## config.mk

```make
export PLATFORM = sky130hd
export DESIGN_NAME = mlp_out_cell
export DESIGN_NICKNAME = d
export VERILOG_FILES = /design/src/rtl/core/mlp_pkg.sv /design/src/rtl/core/mlp_out_cell.sv
export SDC_FILE = /design/constraint.sdc
export NUM_CORES = 2
export LEC_CHECK = 0
export ABC_AREA = 1
export BUFFER_PORTS_ARGS = -buffer_cell sky130_fd_sc_hd__buf_2
export CORE_ASPECT_RATIO = 0.7
export CORE_UTILIZATION = 35
export DETAILED_ROUTE_END_ITERATION = 10
export SETUP_SLACK_MARGIN = 0.1
export SLEW_MARGIN = 20
export SYNTH_ARGS = -nofsm -noshare
export SYNTH_HDL_FRONTEND = slang
export SYNTH_SLANG_ARGS = --single-unit
```

## constraint.sdc

```tcl
create_clock -name aclk -period 8.35 [get_ports aclk]
set_clock_uncertainty 0.15 [all_clocks]
set_input_delay 0.4175 -clock aclk [delete_from_list [all_inputs] [get_ports aclk]]
set_output_delay 0.4175 -clock aclk [all_outputs]
set_load 0.01 [all_outputs]
```

## src/rtl/core/mlp_pkg.sv

```systemverilog
// Shared types, codes and arithmetic helpers of the two-layer perceptron unit.
// Holds the sigmoid lookup table, built at elaboration time.
// No dependencies.
package mlp_pkg;

    localparam int MAX_INPUTS  = 8;
    localparam int MAX_HIDDEN  = 32;
    localparam int MAX_OUTPUTS = 8;
    localparam int FRAC_BITS   = 12;
    localparam int ACC_W       = 40;

    localparam logic [2:0] OP_W1   = 3'd0;
    localparam logic [2:0] OP_B1   = 3'd1;
    localparam logic [2:0] OP_W2   = 3'd2;
    localparam logic [2:0] OP_B2   = 3'd3;
    localparam logic [2:0] OP_FEED = 3'd4;

    localparam logic [1:0] ACT_RELU = 2'd1;
    localparam logic [1:0] ACT_SIG  = 2'd2;

    localparam logic [2:0] REG_NI   = 3'd0;
    localparam logic [2:0] REG_NH   = 3'd1;
    localparam logic [2:0] REG_NO   = 3'd2;
    localparam logic [2:0] REG_HACT = 3'd3;
    localparam logic [2:0] REG_OACT = 3'd4;

    // One load beat, broadcast to every store.
    typedef struct packed {
        logic              we;
        logic [2:0]        op;
        logic [4:0]        row;
        logic [4:0]        col;
        logic signed [15:0] data;
    } load_t;

    // One hidden value travelling down the cell chain.
    typedef struct packed {
        logic              valid;
        logic              first;
        logic              last;
        logic [4:0]        h;
        logic signed [15:0] value;
    } tok_t;

    typedef logic [255:0][15:0] sig_tab_t;

    // Builds the sigmoid table from rounded powers of e^-1/16.
    function automatic sig_tab_t build_sig_tab();
        logic [63:0] ek [129];
        logic [63:0] e;
        logic [63:0] den;
        logic [63:0] num;
        logic [63:0] rem;
        logic [63:0] q;
        logic [63:0] s;
        int          kk;
        sig_tab_t    tab;
        e = 64'd1 << 32;
        ek[0] = e;
        for (int k = 1; k <= 128; k++) begin
            e = (e * 64'd4034748382 + (64'd1 << 31)) >> 32;
            ek[k] = e;
        end
        for (int i = 0; i < 256; i++) begin
            kk  = (i >= 128) ? (i - 128) : (128 - i);
            den = (64'd1 << 32) + ek[kk];
            num = (64'd1 << 48) + (den >> 1);
            rem = '0;
            q   = '0;
            // Restoring long division, one quotient bit per step.
            for (int b = 63; b >= 0; b--) begin
                rem = {rem[62:0], num[b]};
                if (rem >= den) begin
                    rem  = rem - den;
                    q[b] = 1'b1;
                end
            end
            s = (i >= 128) ? q : (64'd65536 - q);
            s = (s + 64'd8) >> 4;
            tab[i] = s[15:0];
        end
        return tab;
    endfunction

    localparam sig_tab_t SIG_TAB = build_sig_tab();

    // Adds the bias, rounds half up to the Q4.12 grid and saturates.
    function automatic logic signed [15:0] sat_finish(input logic signed [ACC_W-1:0] acc,
                                                      input logic signed [15:0] bias);
        logic signed [ACC_W-1:0] s;
        logic signed [27:0]      r;
        s = acc + (ACC_W'(bias) <<< FRAC_BITS) + ACC_W'(2048);
        r = 28'(s >>> FRAC_BITS);
        if (r > 28'sd32767) begin
            return 16'sh7fff;
        end else if (r < -28'sd32768) begin
            return 16'sh8000;
        end
        return 16'(r);
    endfunction

    // Applies the selected activation; unknown codes pass the value through.
    function automatic logic signed [15:0] activate(input logic signed [15:0] v,
                                                    input logic [1:0] mode);
        case (mode)
            ACT_RELU: return v[15] ? 16'sd0 : v;
            ACT_SIG:  return $signed(SIG_TAB[{~v[15], v[14:8]}]);
            default:  return v;
        endcase
    endfunction

endpackage

```

## src/rtl/core/mlp_out_cell.sv

```systemverilog
// One output neuron cell: its weight column, its bias and an accumulator.
// Passes each hidden value on to its neighbor in the next cycle. Depends on mlp_pkg.
module mlp_out_cell (
    input  logic                aclk,
    input  logic                aresetn,
    input  logic [4:0]          cell_idx,
    input  mlp_pkg::load_t      ld,
    input  logic [1:0]          act_mode,
    input  mlp_pkg::tok_t       tok_i,
    output mlp_pkg::tok_t       tok_o,
    output logic signed [15:0]  res,
    output logic                done
);

    logic signed [15:0] w2_mem [mlp_pkg::MAX_HIDDEN];
    logic signed [15:0] bias_reg;

    mlp_pkg::tok_t      tok_reg;
    logic signed [15:0] w_rd_reg;

    logic               v2_reg, f2_reg, l2_reg;
    logic signed [31:0] prod_reg;
    logic signed [mlp_pkg::ACC_W-1:0] acc_reg;
    logic               v3_reg, v4_reg;
    logic signed [15:0] sat_reg;
    logic signed [15:0] res_reg;
    logic               done_reg;

    // Weight column and bias writes addressed to this cell.
    always_ff @(posedge aclk) begin
        if (ld.we && ld.op == mlp_pkg::OP_W2 && ld.col == cell_idx) begin
            w2_mem[ld.row] <= ld.data;
        end
        if (ld.we && ld.op == mlp_pkg::OP_B2 && ld.row == cell_idx) begin
            bias_reg <= ld.data;
        end
    end

    // Stage one: take the beat and read the matching weight.
    always_ff @(posedge aclk) begin
        w_rd_reg <= w2_mem[tok_i.h];
        if (!aresetn) begin
            tok_reg <= '0;
        end else begin
            tok_reg <= tok_i;
        end
    end

    // Stage two: product.
    always_ff @(posedge aclk) begin
        prod_reg <= tok_reg.value * w_rd_reg;
        f2_reg   <= tok_reg.first;
        l2_reg   <= tok_reg.last;
        if (!aresetn) begin
            v2_reg <= 1'b0;
        end else begin
            v2_reg <= tok_reg.valid;
        end
    end

    // Stage three: accumulate.
    always_ff @(posedge aclk) begin
        if (v2_reg) begin
            acc_reg <= f2_reg ? mlp_pkg::ACC_W'(prod_reg)
                              : acc_reg + mlp_pkg::ACC_W'(prod_reg);
        end
        if (!aresetn) begin
            v3_reg <= 1'b0;
        end else begin
            v3_reg <= v2_reg && l2_reg;
        end
    end

    // Stages four and five: finish the neuron and activate.
    always_ff @(posedge aclk) begin
        sat_reg <= mlp_pkg::sat_finish(acc_reg, bias_reg);
        if (v4_reg) begin
            res_reg <= mlp_pkg::activate(sat_reg, act_mode);
        end
        if (!aresetn) begin
            v4_reg   <= 1'b0;
            done_reg <= 1'b0;
        end else begin
            v4_reg   <= v3_reg;
            done_reg <= v4_reg;
        end
    end

    assign tok_o = tok_reg;
    assign res   = res_reg;
    assign done  = done_reg;

endmodule

```

==> key figures <==
Place
  • Buffers on Ports: 103
  • Gpl congestion: 0.969
  • Detailed placer's ending HPWL: around 90000 µm
  • Placed cell count: 6069

Synth
  • Count of cell types in the netlist: 60
  • Synthesized Nets: 4984
  • Yosys top cell by area: edfxtp_1
  • Register bit count reported by yosys: 678
  • Ys flop type: edfxtp_1
  • Synth Warn #: 0
  • Seq/Total Area, Yosys: 46.0%
  • Fraction of registers with async set/reset: 0%
  • Syn avg cell area: 9.39 µm²
  • Synth area leaders: edfxtp_1 (42%), fa_1 (13%), nand2_1 (7.3%), inv_1 (6.0%), ha_1 (4.8%)
  • Syn Inst Count: around 4500
  • Mapped Area: 42200 µm²
  • Share of the synthesized area in the top cell type: between 40% and 50%
  • Post-synth EDFFs: 584

Route
  • Vias: 32700
  • DR iter-0 viols: 3422
  • Wire per inst: 20.7 µm
  • TritonRoute pass-1 iters: 6
  • Final routed DRC violation total: 0
  • Antenna Nets Post-Route: 0
  • WL final: around 130000 µm
  • Via density: 5.25

Floorplan
  • Initial core utilization: between 30% and 40%
  • Die width: 417 µm
  • Boundary Pins: 104
  • Die ar.: 122000 µm²
  • Core box area: 119000 µm²
  • Rows: 106
  • DIE HEIGHT: slightly below 300 µm

Timing
  • Slew Viols, Final: 0
  • Highest Clock Rate: 151 MHz
  • Setup TNS: 0 ns
  • Final worst path period share: 79.2%
  • Hold_ws: 0.110 ns
  • Max-Slew Margin vs Limit: about a quarter
  • Worst-Margin Slew: 1.14 ns
  • Fin. Hold Viols: 0
  • Final min period: 6.61 ns
  • # setup viols final: 0
  • Unrepaired setup endpoints after global routing: no

Critical path
  • CP required: 8.78 ns
  • Crit path kind: flip-flop to flip-flop
  • CP endpoint kind: flip-flop
  • CP Launch Type: flip-flop
  • CP max FO: 16
  • Critical path arrival: 7.04 ns

CTS
  • CTS sink count: just under 700
  • Inserted Clock Buffers: 70
  • Clock Path Buffers: 3
  • CTS tree: done
  • Clk slew on worst S/H paths: 0.07 ns
  • Post-CTS Resized: 0
  • H-tree Lvls: 3
  • Later-pin clock latency in the skew report: 0.69 ns
  • Root Buffer: clkbuf_16

Global routing
  • GRT Total Usage: 20.9%
  • Number of global-route vias before repair: 31000
  • First-pass GRT wire length: 196000 µm
  • Antenna violations before repair: 4
  • Grt ovf: 0
  • Largest net degree at the start of global routing: 110

Power and ir drop
  • Power density over cell area: around 340 nW/µm²
  • Peak supply drop: 0.435 mV
  • Total power draw: approximately 16 mW
  • Static Leakage: about 20 nW

Layout
  • Share of cells above drive strength 1: 8.01%
  • Fillcell total: 11900
  • NumNets Final: approximately 5000
  • Max reg flops: 512
  • Synthesis-to-layout area growth: 11.3%
  • Final Non-Filler Cells: 6216

Job
  • Max Cap Violations: 0

Min path
  • Min-delay worst type: input pin to flip-flop

Outcome
  • Outcome: completed
==> kinds of logic after synthesis <==
group           share of synthesized area (%)
simple gates                             16.0
buf+inv                                  7.98
compound gates                           11.4
flops                                    46.0
fa+ha+maj                                17.3
xor+xnor                                 1.35
==> metrics by stage <==
stage	utilization (%)	cell area (µm²)	setup slack, ns
after CTS	39.3	47000	1.80
after detailed placement	37.1	44400	1.86
after global routing	39.3	47000	1.37
after floorplan	-	42200	2.45
final	39.3	47000	1.74
after global placement	37.1	44400	2.08
==> synthesized netlist by cell type (4+ instances only) <==
library cell / n
a32oi_1: 13
nand2_1: 818
edfxtp_1: 584
nor2_1: 502
a21boi_0: 5
o31ai_1: 6
a31oi_1: 37
o21bai_1: 14
nor4_1: 6
o21ai_0: 394
dfxtp_1: 94
nor2_2: 12
xnor2_1: 31
a21o_1: 11
o22ai_1: 37
xor2_1: 34
inv_2: 13
nor3_1: 22
a211oi_1: 5
o211ai_1: 17
clkbuf_1: 172
buf_1: 16
inv_1: 671
o221ai_1: 104
nand3_1: 163
nand2_2: 33
and3_1: 4
a21oi_1: 141
ha_1: 162
nand3_2: 5
or2_2: 25
and2_1: 5
buf_2: 11
nand4_1: 21
fa_1: 264
==> area by class of cell <==
class / instances / area, µm² / share of cell area, %
multi-input combinational: 2931 / 19500 / 41.4
sequential: 678 / 19400 / 41.3
inverter: 685 / 2580 / 5.49
tap: 1620 / 2030 / 4.32
clock buffer: 92 / 1910 / 4.08
timing repair buffer: 174 / 1100 / 2.35
clock inverter: 35 / 469 / 0.999
antenna: 1 / 2.50 / 0.00533
==> path summary, 6_finish.rpt <==
| path | start | end | cells past startpoint | slack, ns |
|---|---|---|---|---|
| min | act_mode[1] | res[15]$_DFFE_PP_ | 4 | 0.11 |
| max reg2reg | w_rd_reg[2]$_DFF_P_ | prod_reg[29]$_DFF_P_ | 18 | 1.74 |
| min reg2reg | tok_o[22]$_SDFF_PN0_ | f2_reg$_DFF_P_ | 0 | 0.20 |
| max | w_rd_reg[2]$_DFF_P_ | prod_reg[29]$_DFF_P_ | 18 | 1.74 |
==> power by group <==
| part | switching [mW] | internal (mW) |
|---|---|---|
| Combinational | 5.60 | 3.09 |
| Sequential | 0.238 | 3.97 |
| Clock | 1.45 | 1.81 |
| Total | 7.28 | 8.86 |
==> routing by layer <==
layer	vias to the layer above	routed length, µm	track usage, %
met5	-	38	0
met4	6	2280	4.04
met3	166	12400	4.16
met2	1514	51800	29.2
met1	16000	62200	33.1
li1	15000	-	-
==> critical path: stages (launching register included) <==
cell	delay (ns)
dfxtp_1	0.76
nand2_1	0.20
inv_1	0.12
fa_1	0.56
fa_1	0.83
fa_1	0.51
fa_1	0.52
fa_1	0.50
inv_1	0.05
fa_1	0.48
inv_1	0.05
ha_1	0.38
nand2_1	0.14
nor4_1	0.42
nand4_1	0.15
nand3_1	0.19
a21oi_1	0.12
o21ai_0	0.21
xor2_1	0.16
==> layout by cell type, fill, tap and decap left out, types with 33 or more instances in the layout <==
cell type  instances
o221ai_1         104
a21oi_1          141
nand3_1          163
inv_1            669
dfxtp_1           93
nor2_1           498
edfxtp_1         584
fa_1             264
o21ai_0          394
buf_2            101
ha_1             162
a31oi_1           37
clkbuf_16         70
o22ai_1           37
nand2_1          818
xor2_1            34
buf_4             53
nand2_2           33
==> timing repair <==
| action | 4_1_cts | 5_1_grt |
|---|---|---|
| hold buffers | 19 | 0 |
| buffers inserted | 0 | 0 |
| hold endpoints to repair | 19 | 0 |
Power figures use the tool's default switching activity.
